### src/rtl/ptcd_pkg.sv
// ----------------------------------------------------------------------------
// ptcd_pkg
// shared types and codes of the pdf417 text compaction decoder
// ----------------------------------------------------------------------------
package ptcd_pkg;

  localparam int CW_W    = 10;
  localparam int KIND_W  = 3;
  localparam int MODE_W  = 3;

  // result kinds
  localparam logic [KIND_W-1:0] KIND_CHAR  = 3'd0;
  localparam logic [KIND_W-1:0] KIND_BYTE  = 3'd1;
  localparam logic [KIND_W-1:0] KIND_TERM  = 3'd2;
  localparam logic [KIND_W-1:0] KIND_END   = 3'd3;
  localparam logic [KIND_W-1:0] KIND_ERROR = 3'd4;

  // text sub-modes
  localparam logic [MODE_W-1:0] MODE_ALPHA      = 3'd0;
  localparam logic [MODE_W-1:0] MODE_LOWER      = 3'd1;
  localparam logic [MODE_W-1:0] MODE_MIXED      = 3'd2;
  localparam logic [MODE_W-1:0] MODE_PUNCT      = 3'd3;
  localparam logic [MODE_W-1:0] MODE_ASHIFT     = 3'd4;
  localparam logic [MODE_W-1:0] MODE_PSHIFT     = 3'd5;
  localparam logic [MODE_W-1:0] MODE_PSHIFT_NEW = 3'd6;

  // special codewords
  localparam logic [CW_W-1:0] CW_TEXT_LATCH = 10'd900;
  localparam logic [CW_W-1:0] CW_BYTE_SHIFT = 10'd913;
  localparam logic [CW_W-1:0] CW_ECI_GEN    = 10'd926;

  typedef struct packed {
    logic [MODE_W-1:0] sub_mode;
    logic [1:0]        saved_mode;
    logic [1:0]        eci_args_left;
    logic              byte_pending;
    logic              error_seen;
  } dec_state_t;

  typedef struct packed {
    logic [KIND_W-1:0] kind;
    logic [CW_W-1:0]   value;
  } result_t;

  typedef struct packed {
    result_t [2:0] res;
    logic [1:0]    cnt;
  } bundle_t;

endpackage

### src/rtl/ptcd_step.sv
// ----------------------------------------------------------------------------
// ptcd_step
// decode of one codeword: next decoder state and up to three results
// ----------------------------------------------------------------------------
module ptcd_step (
  input  ptcd_pkg::dec_state_t      st,
  input  logic [ptcd_pkg::CW_W-1:0] codeword,
  input  logic                      last_codeword,
  output ptcd_pkg::dec_state_t      st_nxt,
  output ptcd_pkg::bundle_t         bundle
);
  import ptcd_pkg::*;

  typedef struct packed {
    logic              has;
    logic [6:0]        ch;
    logic [MODE_W-1:0] mode;
    logic [1:0]        saved;
  } text_res_t;

  function automatic logic [6:0] punct_char(input logic [4:0] v);
    logic [6:0] c;
    case (v)
      5'd0:    c = 7'd59;
      5'd1:    c = 7'd60;
      5'd2:    c = 7'd62;
      5'd3:    c = 7'd64;
      5'd4:    c = 7'd91;
      5'd5:    c = 7'd92;
      5'd6:    c = 7'd93;
      5'd7:    c = 7'd95;
      5'd8:    c = 7'd96;
      5'd9:    c = 7'd126;
      5'd10:   c = 7'd33;
      5'd11:   c = 7'd13;
      5'd12:   c = 7'd9;
      5'd13:   c = 7'd44;
      5'd14:   c = 7'd58;
      5'd15:   c = 7'd10;
      5'd16:   c = 7'd45;
      5'd17:   c = 7'd46;
      5'd18:   c = 7'd36;
      5'd19:   c = 7'd47;
      5'd20:   c = 7'd34;
      5'd21:   c = 7'd124;
      5'd22:   c = 7'd42;
      5'd23:   c = 7'd40;
      5'd24:   c = 7'd41;
      5'd25:   c = 7'd63;
      5'd26:   c = 7'd123;
      5'd27:   c = 7'd125;
      5'd28:   c = 7'd39;
      default: c = 7'd0;
    endcase
    return c;
  endfunction

  function automatic logic [6:0] mixed_char(input logic [4:0] v);
    logic [6:0] c;
    case (v)
      5'd10:   c = 7'd38;
      5'd11:   c = 7'd13;
      5'd12:   c = 7'd9;
      5'd13:   c = 7'd44;
      5'd14:   c = 7'd58;
      5'd15:   c = 7'd35;
      5'd16:   c = 7'd45;
      5'd17:   c = 7'd46;
      5'd18:   c = 7'd36;
      5'd19:   c = 7'd47;
      5'd20:   c = 7'd43;
      5'd21:   c = 7'd37;
      5'd22:   c = 7'd42;
      5'd23:   c = 7'd61;
      5'd24:   c = 7'd94;
      default: c = (v < 5'd10) ? 7'(7'd48 + 7'(v)) : 7'd0;
    endcase
    return c;
  endfunction

  function automatic text_res_t text_step(input logic [MODE_W-1:0] mode,
                                          input logic [1:0] saved,
                                          input logic [4:0] v);
    text_res_t r;
    logic [MODE_W-1:0] m;
    r.has   = 1'b0;
    r.ch    = 7'd0;
    r.mode  = mode;
    r.saved = saved;
    m = (mode == MODE_PSHIFT_NEW) ? MODE_PSHIFT : mode;
    case (m)
      MODE_ALPHA, MODE_LOWER: begin
        if (v < 5'd26) begin
          r.has = 1'b1;
          r.ch  = 7'((m == MODE_ALPHA) ? 7'd65 : 7'd97) + 7'(v);
        end else if (v == 5'd26) begin
          r.has = 1'b1;
          r.ch  = 7'd32;
        end else if (v == 5'd27 && m == MODE_ALPHA) begin
          r.mode = MODE_LOWER;
        end else if (v == 5'd27) begin
          r.saved = m[1:0];
          r.mode  = MODE_ASHIFT;
        end else if (v == 5'd28) begin
          r.mode = MODE_MIXED;
        end else begin
          r.saved = m[1:0];
          r.mode  = MODE_PSHIFT_NEW;
        end
      end
      MODE_MIXED: begin
        if (v < 5'd25) begin
          r.has = 1'b1;
          r.ch  = mixed_char(v);
        end else if (v == 5'd25) begin
          r.mode = MODE_PUNCT;
        end else if (v == 5'd26) begin
          r.has = 1'b1;
          r.ch  = 7'd32;
        end else if (v == 5'd27) begin
          r.mode = MODE_LOWER;
        end else if (v == 5'd28) begin
          r.mode = MODE_ALPHA;
        end else begin
          r.saved = m[1:0];
          r.mode  = MODE_PSHIFT_NEW;
        end
      end
      MODE_PUNCT: begin
        if (v < 5'd29) begin
          r.has = 1'b1;
          r.ch  = punct_char(v);
        end else begin
          r.mode = MODE_ALPHA;
        end
      end
      MODE_ASHIFT: begin
        r.mode = {1'b0, saved};
        if (v < 5'd26) begin
          r.has = 1'b1;
          r.ch  = 7'(7'd65 + 7'(v));
        end else if (v == 5'd26) begin
          r.has = 1'b1;
          r.ch  = 7'd32;
        end
      end
      default: begin
        // punctuation shift, one value then back to the saved mode; 29 latches alpha
        r.mode = {1'b0, saved};
        if (v < 5'd29) begin
          r.has = 1'b1;
          r.ch  = punct_char(v);
        end else begin
          r.mode = MODE_ALPHA;
        end
      end
    endcase
    return r;
  endfunction

  // base-30 split by reciprocal multiply, 1093 / 2^15 ~ 1/30
  logic [20:0] recip_prod;
  logic [4:0]  hi_val;
  logic [9:0]  hi_x30;
  logic [9:0]  lo_raw;
  logic [4:0]  lo_val;

  assign recip_prod = 21'(codeword) * 21'd1093;
  assign hi_val     = recip_prod[19:15];
  assign hi_x30     = 10'(hi_val) * 10'd30;
  assign lo_raw     = codeword - hi_x30;
  assign lo_val     = (lo_raw >= 10'd30) ? 5'(lo_raw - 10'd30) : lo_raw[4:0];

  text_res_t t1;
  text_res_t t2;

  assign t1 = text_step(st.sub_mode, st.saved_mode, hi_val);
  assign t2 = text_step(t1.mode, t1.saved, lo_val);

  logic    is_eci;
  logic    is_term;
  logic    ev0_v;
  logic    ev1_v;
  result_t ev0;
  result_t ev1;
  result_t ev2;

  always_comb begin
    is_eci  = (codeword >= 10'd925) && (codeword <= 10'd927);
    is_term = (codeword == 10'd901) || (codeword == 10'd902) || (codeword == 10'd922) ||
              (codeword == 10'd923) || (codeword == 10'd924) || (codeword == 10'd928);
    st_nxt     = st;
    ev0_v      = 1'b0;
    ev1_v      = 1'b0;
    ev0.kind   = KIND_CHAR;
    ev0.value  = '0;
    ev1.kind   = KIND_CHAR;
    ev1.value  = 10'(t2.ch);
    ev2.kind   = KIND_END;
    ev2.value  = '0;

    if (st.error_seen) begin
      // hold until the last codeword
    end else if (st.eci_args_left != 2'd0) begin
      st_nxt.eci_args_left = st.eci_args_left - 2'd1;
    end else if (st.byte_pending) begin
      if (is_eci) begin
        st_nxt.eci_args_left = (codeword == CW_ECI_GEN) ? 2'd2 : 2'd1;
      end else begin
        ev0_v               = 1'b1;
        ev0.kind            = KIND_BYTE;
        ev0.value           = codeword;
        st_nxt.byte_pending = 1'b0;
      end
    end else if (codeword < CW_TEXT_LATCH) begin
      ev0_v             = t1.has;
      ev0.value         = 10'(t1.ch);
      ev1_v             = t2.has;
      st_nxt.sub_mode   = t2.mode;
      st_nxt.saved_mode = t2.saved;
    end else if (codeword == CW_BYTE_SHIFT) begin
      // a fresh punctuation shift right before a byte shift is cancelled
      if (st.sub_mode == MODE_PSHIFT_NEW) begin
        st_nxt.sub_mode = {1'b0, st.saved_mode};
      end
      st_nxt.byte_pending = 1'b1;
    end else if (is_eci) begin
      if (st.sub_mode == MODE_PSHIFT_NEW) begin
        st_nxt.sub_mode = MODE_PSHIFT;
      end
      st_nxt.eci_args_left = (codeword == CW_ECI_GEN) ? 2'd2 : 2'd1;
    end else if (codeword == CW_TEXT_LATCH) begin
      st_nxt.sub_mode   = MODE_ALPHA;
      st_nxt.saved_mode = MODE_ALPHA[1:0];
    end else if (is_term) begin
      ev0_v             = 1'b1;
      ev0.kind          = KIND_TERM;
      ev0.value         = codeword;
      st_nxt.sub_mode   = MODE_ALPHA;
      st_nxt.saved_mode = MODE_ALPHA[1:0];
    end else begin
      ev0_v             = 1'b1;
      ev0.kind          = KIND_ERROR;
      st_nxt.error_seen = 1'b1;
    end

    if (last_codeword) begin
      st_nxt = '0;
    end

    // pack the events to the front of the bundle
    bundle.res[0] = ev0_v ? ev0 : (ev1_v ? ev1 : ev2);
    bundle.res[1] = (ev0_v && ev1_v) ? ev1 : ev2;
    bundle.res[2] = ev2;
    bundle.cnt    = 2'(ev0_v) + 2'(ev1_v) + 2'(last_codeword);
  end

endmodule

### src/rtl/pdf417_text_compaction_decoder.sv
// ----------------------------------------------------------------------------
// pdf417_text_compaction_decoder
// text compaction decoder for pdf417 codeword streams
// ----------------------------------------------------------------------------
//  channel | dir | tdata               | tuser    | tlast
//  in_     | in  | [9:0] codeword      | -        | last_codeword
//  out_    | out | [9:0] value         | [2:0] kind | last_of_run
//
//  a codeword is decoded in the cycle it is taken and its results (zero to
//  three) sit in a result register; they leave one per cycle while the
//  output is ready, through the single output port; a codeword without
//  results leaves the decoder free for the next codeword
//  the next codeword is taken in the cycle the final result of the previous
//  one leaves, so output stalls hold off the input
//  synchronous active-low reset returns all decoder state to alpha mode
// ----------------------------------------------------------------------------
module pdf417_text_compaction_decoder (
  input  logic        clk,
  input  logic        rst_n,
  input  logic        in_tvalid,
  output logic        in_tready,
  input  logic [15:0] in_tdata,   // [9:0] codeword, [15:10] zero
  input  logic        in_tlast,
  output logic        out_tvalid,
  input  logic        out_tready,
  output logic [15:0] out_tdata,  // [9:0] value, [15:10] zero
  output logic [2:0]  out_tuser,  // [2:0] kind
  output logic        out_tlast
);
  import ptcd_pkg::*;

  dec_state_t st_r;
  dec_state_t st_nxt;
  bundle_t    bundle_nxt;
  bundle_t    bundle_r;
  logic       busy_r;
  logic [1:0] idx_r;
  logic       in_fire;
  logic       out_fire;
  logic       out_final;
  result_t    cur_res;

  ptcd_step u_step (
    .st            (st_r),
    .codeword      (in_tdata[CW_W-1:0]),
    .last_codeword (in_tlast),
    .st_nxt        (st_nxt),
    .bundle        (bundle_nxt)
  );

  assign cur_res    = bundle_r.res[idx_r];
  assign out_final  = (idx_r == bundle_r.cnt - 2'd1);
  assign out_fire   = out_tvalid && out_tready;
  assign in_tready  = !busy_r || (out_fire && out_final);
  assign in_fire    = in_tvalid && in_tready;

  assign out_tvalid = busy_r;
  assign out_tdata  = {6'd0, cur_res.value};
  assign out_tuser  = cur_res.kind;
  assign out_tlast  = out_final;

  always_ff @(posedge clk) begin
    if (!rst_n) begin
      st_r   <= '0;
      busy_r <= 1'b0;
      idx_r  <= 2'd0;
    end else begin
      if (in_fire) begin
        st_r <= st_nxt;
      end
      if (in_fire && bundle_nxt.cnt != 2'd0) begin
        busy_r <= 1'b1;
        idx_r  <= 2'd0;
      end else if (out_fire) begin
        if (out_final) begin
          busy_r <= 1'b0;
          idx_r  <= 2'd0;
        end else begin
          idx_r <= idx_r + 2'd1;
        end
      end
    end
  end

  always_ff @(posedge clk) begin
    if (in_fire && bundle_nxt.cnt != 2'd0) begin
      bundle_r <= bundle_nxt;
    end
  end

`ifndef SYNTHESIS
  // the read pointer stays inside the held run
  assert property (@(posedge clk) disable iff (!rst_n)
    busy_r |-> (bundle_r.cnt != 2'd0) && (idx_r < bundle_r.cnt))
    else $error("result pointer outside the held run");

  // a new request while busy only when the held run finishes now
  assert property (@(posedge clk) disable iff (!rst_n)
    (in_fire && busy_r) |-> (out_fire && out_final))
    else $error("request taken over an unfinished run");

  // end of data always closes its run
  assert property (@(posedge clk) disable iff (!rst_n)
    (out_tvalid && out_tuser == KIND_END) |-> out_tlast)
    else $error("end of data not last in run");

  // after an error nothing else is pending
  assert property (@(posedge clk) disable iff (!rst_n)
    st_r.error_seen |-> (st_r.eci_args_left == 2'd0) && !st_r.byte_pending)
    else $error("error state with pending work");

  // a last codeword leaves the decoder in its reset state
  assert property (@(posedge clk) disable iff (!rst_n)
    (in_fire && in_tlast) |=> (st_r == '0))
    else $error("state not cleared after last codeword");
`endif

endmodule
### config.mk
export PLATFORM = sky130hd
export DESIGN_NAME = pdf417_text_compaction_decoder
export DESIGN_NICKNAME = d
export VERILOG_FILES = /design/src/rtl/ptcd_pkg.sv /design/src/rtl/ptcd_step.sv /design/src/rtl/pdf417_text_compaction_decoder.sv
export SDC_FILE = /design/constraint.sdc
export NUM_CORES = 1
export LEC_CHECK = 0
export BUFFER_PORTS_ARGS = -buffer_cell sky130_fd_sc_hd__buf_4
export CAP_MARGIN = 20
export CORE_MARGIN = 1
export CORE_UTILIZATION = 30
export DETAILED_ROUTE_END_ITERATION = 12
export PLACE_DENSITY = 0.5
export SLEW_MARGIN = 10
export SYNTH_ARGS = -nofsm -noshare
export SYNTH_HDL_FRONTEND = slang
export SYNTH_HIERARCHICAL = 1
export SYNTH_SLANG_ARGS = --single-unit
### constraint.sdc
create_clock -name clk -period 16.1 [get_ports clk]
set_clock_uncertainty 0.15 [all_clocks]
set_input_delay 1.61 -clock clk [delete_from_list [all_inputs] [get_ports clk]]
set_output_delay 1.61 -clock clk [all_outputs]
set_load 0.01 [all_outputs]
After elaboration in Yosys (flattened, before gate mapping)
Memory sizes are Yosys's and may differ from the RTL's.
Cells that the tools add are included.
W data, S select, Z words.
{"block": "word_totals", "wordCells": 267, "memories": 4, "out_inout_bits": 22, "ff_bits": 40, "inputBits": 21, "rom_bits": 896}
{"memory": "(no name shown)", "words": 32, "word_bits": 7, "rd": 1, "rd_ports_with_merged_regs": 0, "write_ports": 0, "line_no": "ptcd_step.sv:23", "rtl": "case (v)"}
{"memory": "(no name shown)", "words": 32, "word_bits": 7, "rd": 1, "rd_ports_with_merged_regs": 0, "write_ports": 0, "line_no": "ptcd_step.sv:23"}
{"memory": "(no name shown)", "words": 32, "word_bits": 7, "rd": 1, "rd_ports_with_merged_regs": 0, "write_ports": 0, "line_no": "ptcd_step.sv:23"}
{"memory": "(no name shown)", "words": 32, "word_bits": 7, "rd": 1, "rd_ports_with_merged_regs": 0, "write_ports": 0, "line_no": "ptcd_step.sv:23"}
{"block": "classes", "add_sub_neg": 13, "eq_ne": 66, "order_cmp": 13, "mul": 2, "n_bitwise": 1, "n_reduce_logical": 31, "mux": 124}
{"cell": "$pmux W7 S15", "n": 2}
{"cell": "$eq A5 B5 Y1 const B", "n": 26}
{"cell": "$mux W5", "n": 24}
{"cell": "$mux W8", "n": 14}
{"cell": "$mux W13", "n": 8}
{"cell": "$eq A10 B10 Y1 const B", "n": 9}
{"cell": "$pmux W11 S4", "n": 2}
{"cell": "$eq A5 B4 Y1 const B", "n": 12}
{"cell": "$mux W3", "n": 20}
{"cell": "$mux W2", "n": 16}
{"cell": "$lt A5 B5 Y1 const B", "n": 6}
{"cell": "$bmux W13 S2", "n": 1}
{"cell": "$mux W12", "n": 2}
{"cell": "$mux W1", "n": 22}
{"cell": "$mul A10 B11 Y20 const B", "n": 1}
{"cell": "$mux W10", "n": 2}
{"cell": "$mux W9", "n": 2}
{"cell": "$add A6 B5 Y7 const A", "n": 2}
{"cell": "$add A7 B5 Y7", "n": 2}
{"cell": "$add A7 B5 Y7 const A", "n": 2}
{"cell": "$mux W7", "n": 2}
{"cell": "$eq A3 B2 Y1 const B", "n": 4}
{"cell": "$eq A3 B3 Y1 const B", "n": 4}
{"cell": "$mux W6", "n": 2}
{"cell": "other kinds (36)", "n": 63}

Depth between registers and ports, before layout
Gate-level depths: netlist (run 1).
{"block": "depth", "word_depth": 27, "mapped_depth": 48}

By module
Netlist (run 1), hierarchy kept.
{"mod": "ptcd_step", "seq_area_each_um2": 0.0, "n_inst": 1, "cells_each": 856, "area_per_inst_um2": 5928.2}
{"mod": "pdf417_text_compaction_decoder", "seq_area_each_um2": 1471.4, "n_inst": 1, "cells_each": 157, "area_per_inst_um2": 2120.8}

Worst setup path before layout (run 1)
No wires, ideal clock.
{"block": "synth_timing", "path_kind": "input-to-reg", "start": "in in_tdata[6]", "end": "reg bundle_r[0] in the netlist's numbering (enable)", "path_stages": 41, "slack_ns": 2.853, "arrival_ns": 12.629, "required_time_ns": 15.482, "n_path_buf": 4, "setup_ns": 0.468, "path_cell_list": "ha_1 -> inv_1 -> fa_1 -> fa_1 -> inv_1 -> ha_1 -> a21oi_1 -> o41ai_4 -> a221o_1 -> a21oi_1 -> xor2_1 -> inv_1 -> clkbuf_1 -> fa_1 -> fa_1 -> ha_1 -> a21o_1 -> a21oi_1 -> (+5 left out) -> or3_1 -> o31a_2 -> xnor3_1 -> buf_2 -> a21oi_1 -> or2_1 -> buf_4 -> inv_2 -> ha_1 -> clkbuf_1 -> inv_1 -> o21ai_0 -> a221oi_1 -> o221ai_2 -> fa_1 -> inv_1 -> o21ai_0 -> a31oi_1"}
{"item": "from (decl)", "line_no": "pdf417_text_compaction_decoder.sv:22", "rtl": "input logic [15:0] in_tdata,"}
{"item": "to (signal assigned)", "line_no": "pdf417_text_compaction_decoder.sv:87", "rtl": "bundle_r <= bundle_nxt;"}
{"item": "to (decl)", "line_no": "pdf417_text_compaction_decoder.sv:35", "rtl": "bundle_t bundle_r;"}

==> run metrics, run 1 <==
htree depth=2; final setup TNS=0 ps; mux cell area share after synthesis=0.0325; R2R depth=10; Mapped Cells=1013; Cell Area, Synth=0.00805 sq mm; period utilisation layout=0.827; Reg2Reg Launch Point=st_r[8]; site row count=59; endpoints failing setup=0; Core ar.=0.0262 sq mm; top cells by area, synth=edfxtp_1 15%, ha_1 14%, nand2_1 5.0%; antenna violations before repair=0; hold wc startpoint=st_r[3]; max cap viols=0; Distinct cells, synth=99; Clock Path Buffers=2; Place WS=approximately 2600 ps; worst skew pair latency=290 ps; endpoint of the worst register-to-register path=bundle_r[15]; largest net degree at the start of global routing=35; Critical Path Sink Type=register; violated checks=design-rule violations; Ys Warns=6; RSZ-0062 raised after global routing=false; Die ar.=between 0.02 and 0.03 sq mm; Non-Filler Instances=approximately 1400; critical setup path kind=input port to register; async set-reset flop share out of synthesis=0; Post-Synth XOR/XNOR Area=0.0325; vias per cell=5.66; share of the synthesized area in the top cell type=0.153; Post-layout nets=1140; post-CTS setup buffers=0; clock slew at reported path FFs=70 ps; Synth Area in Simple Gates=0.199; PortBufs=30; drt drc=4; final hold vios=0; total gr overflow=0; cts repair resizes=0; Tmin final=13320 ps; HP Class=register to register; Clock Tree Root=clkbuf_16; Core Util, Final=0.329; critical path peak fanout=24; Post-synth EDFFs=41; syn avg cell area=about 8 sq um; # diodes=0; GRT Total Usage=0.175; WHS Endpoint=st_r[3]; CTS tree=done; DP Cell Count=1342; area grow syn2layout=7.21%; Post-DRT Antenna Nets=0; Slew HR=0.374; largest area contributor in the netlist=edfxtp_1; main flop type after synthesis=edfxtp_1; R2R Setup Slk=11000 ps; share of cells above drive strength 1=0.0985; CP most frequent cell=inv_1; crit path launch type=input port; Initial Util=0.307; global-route wire length before repair=39600 um; CTS sink cnt=between 50 and 60; upper clock frequency limit=75.1 MHz; FF+latch count, synth=53; TritonCTS Buffers=5; Post-Route WL=~24000 um; DR WL/cell=18.1 um; CP peak stage delay=690 ps; Adder-Cell Fraction of Synth Area=0.180; worst setup margin=2780 ps; CP max stage cell=fa_1; largest family of logic cells by synthesized area=compound AO/OA/AOI/OAI gates; hold_buf cts=0; io pins=43; Die Span Y=166 um; outcome=complete, but fails checks; slew at the pin with the worst max-slew slack=roughly 940 ps; Critical Path RT=around 16000 ps; First-pass DRT Iterations=9; HPWL Detailed=18300 um; Arrival @ worst endpoint=13140 ps; detailed-route via count=7638; Chip Width=~170 um; cell depth of the worst hold path=2; Initial DRC Count=658; compound-cell area share of the yosys netlist=0.289; register area share after synthesis=0.183; Pins Over Slew Limit=0; GPL Wtd Cong=0.925; vias in the first global route=7158
[placed cells by master, fill, tap and decap left out, drive strengths merged, types with 8 or more instances in the layout]
master | Yosys | final
nand2 | 108 | 108
ha | 87 | 87
o21ai | 84 | 84
a21oi | 71 | 71
inv | 71 | 71
nor2 | 69 | 69
buf | 38 | 43
edfxtp | 41 | 41
nand3 | 39 | 39
nor3 | 28 | 28
mux2i | 25 | 25
conb | 3 | 23
fa | 18 | 18
a211oi | 17 | 17
xnor2 | 16 | 16
a31oi | 15 | 15
and2 | 13 | 13
o211ai | 13 | 13
dfxtp | 12 | 12
nand2b | 11 | 11
o31ai | 11 | 11
a21o | 10 | 10
a22oi | 10 | 10
o22ai | 9 | 9
nand4 | 9 | 9
o32ai | 8 | 8
nor2b | 8 | 8
a221oi | 8 | 8
o221ai | 8 | 8
[flip-flops by register name, indices dropped and copies added, names as in the netlist]
name        flops
bundle_r       41
idx_r           2
out_tvalid      1
st_r            9
[Yosys cell counts (12+ instances only)]
cell / n
nand2_1: 107
ha_1: 87
o21ai_0: 71
a21oi_1: 67
inv_1: 66
nor2_1: 65
edfxtp_1: 41
nand3_1: 38
clkbuf_1: 31
buf_4: 29
nor3_1: 27
mux2i_1: 25
fa_1: 18
a211oi_1: 17
a31oi_1: 14
and2_1: 13
o211ai_1: 13
dfxtp_1: 12
xnor2_1: 12
[cells by family after synthesis]
| kind of cell | after synthesis |
|---|---|
| simple gates | 323 |
| mux | 26 |
| buf+inv | 141 |
| other cells | 3 |
| compound gates | 338 |
| xor+xnor | 24 |
| flops | 53 |
| fa+ha+maj | 105 |
[critical path: cells and delay by family]
family	cells	cell delay (ps)
AO/OA/AOI/OAI	13	3430
XOR/XNOR	4	1020
adder cells (fa/ha/maj)	10	4020
buffers and inverters	11	2010
AND/OR/NAND/NOR	5	970
[layout make-up]
cell class                 instances  area (sq um)
tap                              335           419
fill                            2767         17600
sequential                        53          1470
multi-input combinational        839          6000
inverter                          72           273
clock buffer                       5           125
clock inverter                     3          22.5
timing repair buffer              43           320
[layer usage]
layer  global-route usage  vias to the layer above  wire length [um]
li1                     -                     3715                 -
met1                0.244                     3615             11700
met5                    0                        -                 0
met2                0.284                      269             11000
met4               0.0622                        0               711
met3               0.0131                       39              1050
[worst max path at each step]
stage                           start            to  depth (start not counted)
final                     in_tdata[4]  bundle_r[15]                         43
after global placement    in_tdata[7]  bundle_r[28]                         44
after floorplan           in_tdata[6]   bundle_r[0]                         41
after CTS                 in_tdata[7]  bundle_r[30]                         44
after global routing      in_tdata[7]  bundle_r[31]                         44
after detailed placement  in_tdata[7]  bundle_r[30]                         44
[per-stage QoR]
stage	hold slack, ps	cell area (sq um)
3_5_place_dp	382	8480
3_3_place_gp	373	8480
4_1_cts	387	8630
5_1_grt	424	8630
6_report	385	8630
2_1_floorplan	287	8120
Power of run 1 is left out: the tool's default activity adds up to more than one toggle a clock period on the data nets, which glitch-free logic cannot reach.
==> inputs of run 2 (changes only) <==
ABC_AREA = 1   (was unset)
clock period = 13 ns   (was 16.1 ns; I/O delays follow)
==> run 2 against run 1 <==
- the run now ends clean
- synthesized cell count rose by 28%
- synthesized area increased by 6.6%
- flip-flop and latch count unchanged
- register-to-register slack worse by 2100 ps
- count of clock-buffer cells in the layout did not move
- first-iteration DRC count fell by 10%
- critical path type unchanged
==> run metrics, run 2 <==
outcome=finished clean; Pins Over Slew Limit=0; biggest regs=bundle_r: 41 flops, st_r: 9 flops, idx_r: 2 flops; syn avg cell area=6.61 sq um; Core ar.=~0.028 sq mm; First-pass DRT Iterations=5; # diodes=0; R2R Setup Slk=roughly 8900 ps; max reg flops=around 40; hold_buf cts=0; RSZ-0062 raised after global routing=false; global-route wire length before repair=about 38000 um; detailed-route via count=~8000; main flop type after synthesis=edfxtp_1; htree depth=2; crit path launch type=input port; Post-synth EDFFs=between 40 and 50; Clock Tree Root=clkbuf_16; DP Area=0.00903 sq mm; share of cells above drive strength 1=0.131; Critical Path Stages=56; R2R depth=19; max layer used=met4; Initial DRC Count=591; Finished Cell Area=0.00920 sq mm; largest net degree at the start of global routing=between 40 and 50; largest area contributor in the netlist=edfxtp_1; cell family with most CP delay=adder cells; critical setup path kind=input port to register; HP Class=register to register; Critical Path Sink Type=register; Clock Path Buffers=2; clock slew at reported path FFs=80 ps; GRT Total Usage=0.160; endpoints failing setup=0; CTS tree=done; cts repair resizes=0; critical path peak fanout=41; Mapped Cells=1298; Buf/Inv on CP=15; routed length on met3=~670 um; FF+latch count, synth=53; cell depth of the worst hold path=2; final hold vios=0; drt drc=0; worst hold margin=420 ps; Arrival @ worst endpoint=roughly 11000 ps; async set-reset flop share out of synthesis=0; post-CTS setup buffers=0; Tmin final=~11000 ps; site row count=between 60 and 70; period utilisation layout=0.843; slew at the pin with the worst max-slew slack=1010 ps; Post-Route WL=22900 um; Chip Width=171 um; commonest non-fill, non-tap cells in the layout=325 x nand2_1, 180 x inv_1, 124 x nor2_1; Post-synth top cells=325 x nand2_1, 180 x inv_1, 124 x nor2_1; count leader, synth=nand2_1; CP max stage cell=fa_1; vias per cell=4.76; Reg with most FFs=bundle_r; upper clock frequency limit=91.3 MHz; io pins=between 40 and 50; HPWL Detailed=18400 um; final setup TNS=0 ps; most common cell after layout, fill and taps aside=nand2_1; Die ar.=0.0293 sq mm; GPL Wtd Cong=between 0.9 and 1; Slew HR=0.320; PortBufs=30; CP peak stage delay=510 ps; area grow syn2layout=7.22%; CTS sink cnt=53; Post-DRT Antenna Nets=0; DR WL/cell=around 14 um; Critical Path RT=12770 ps; Die Span Y=171 um; Ys Warns=6; share of the synthesized area in the top cell type=0.144; M1 wire length=11300 um; TritonCTS Buffers=5; Post-layout nets=~1400; top cells by area, synth=edfxtp_1 14%, nand2_1 14%, ha_1 13%; antenna violations before repair=0; Cell Area, Synth=between 0.008 and 0.009 sq mm; WL met2=roughly 11000 um; max cap viols=0; worst skew pair latency=between 200 and 300 ps; register area share after synthesis=0.172; total gr overflow=0; Distinct cells, synth=58; vias in the first global route=7693; Initial Util=0.307
run 2: cell types whose count changed in the layout (fill, tap and decap cells not counted), moves of 12 or more:
cell	delta
a211oi_1	-15
a21oi_1	-15
inv_1	+114
mux2i_1	-25
nand2_1	+218
nand2_2	+34
nand2_4	+12
nand3_1	+85
nand3_2	+21
nor2_1	+59
nor3_1	-19
run 2: worst paths after layout:
| kind | from | end |
|---|---|---|
| setup / recovery | in_tdata[9] | bundle_r[15] |
| hold / removal | st_r[4] | st_r[4] |
| setup reg to reg | st_r[8] | bundle_r[15] |
| hold reg to reg | st_r[4] | st_r[4] |
run 2: logic make-up (layout without fill, tap and decap cells):
family,after synthesis,after routing,synth area share
and+or+nand+nor,704,704,0.396
AOI/OAI and AO/OA,172,172,0.119
buffers and inverters,249,241,0.130
adders and majority gates,105,105,0.169
DFF,53,53,0.172
other,3,23,0.00131
xor gates and xnor gates,12,12,0.0131
run 2: area by class of cell:
class	instances	area, sq um
multi-input combinational	1016	6070
timing repair buffer	35	263
clock buffer	5	125
inverter	198	753
tap	378	473
clock inverter	3	43.8
fill	3150	18700
sequential	53	1470
run 2: per-stage QoR:
step / instances / worst slack (ps) / utilization
2_1_floorplan: 1318 / 2380 / -
3_3_place_gp: 1680 / 1700 / 0.323
3_5_place_dp: 1680 / 1610 / 0.323
4_1_cts: 1688 / 1910 / 0.329
5_1_grt: 1688 / 1140 / 0.329
6_report: 1688 / 2040 / 0.329
run 2: layer usage:
layer  track usage  up-vias
li1              -     4195
met1         0.217     3658
met4        0.0248        0
met2         0.280      158
met5             0        -
met3        0.0120       21
run 2: worst register-to-register path: cells and delay by family (launching register included):
kind / cells / cell delay, ps
DFF: 1 / 410
and+or+nand+nor: 13 / 1870
adders and majority gates: 1 / 470
buffers and inverters: 5 / 810
Power of run 2 is left out for the same reason.
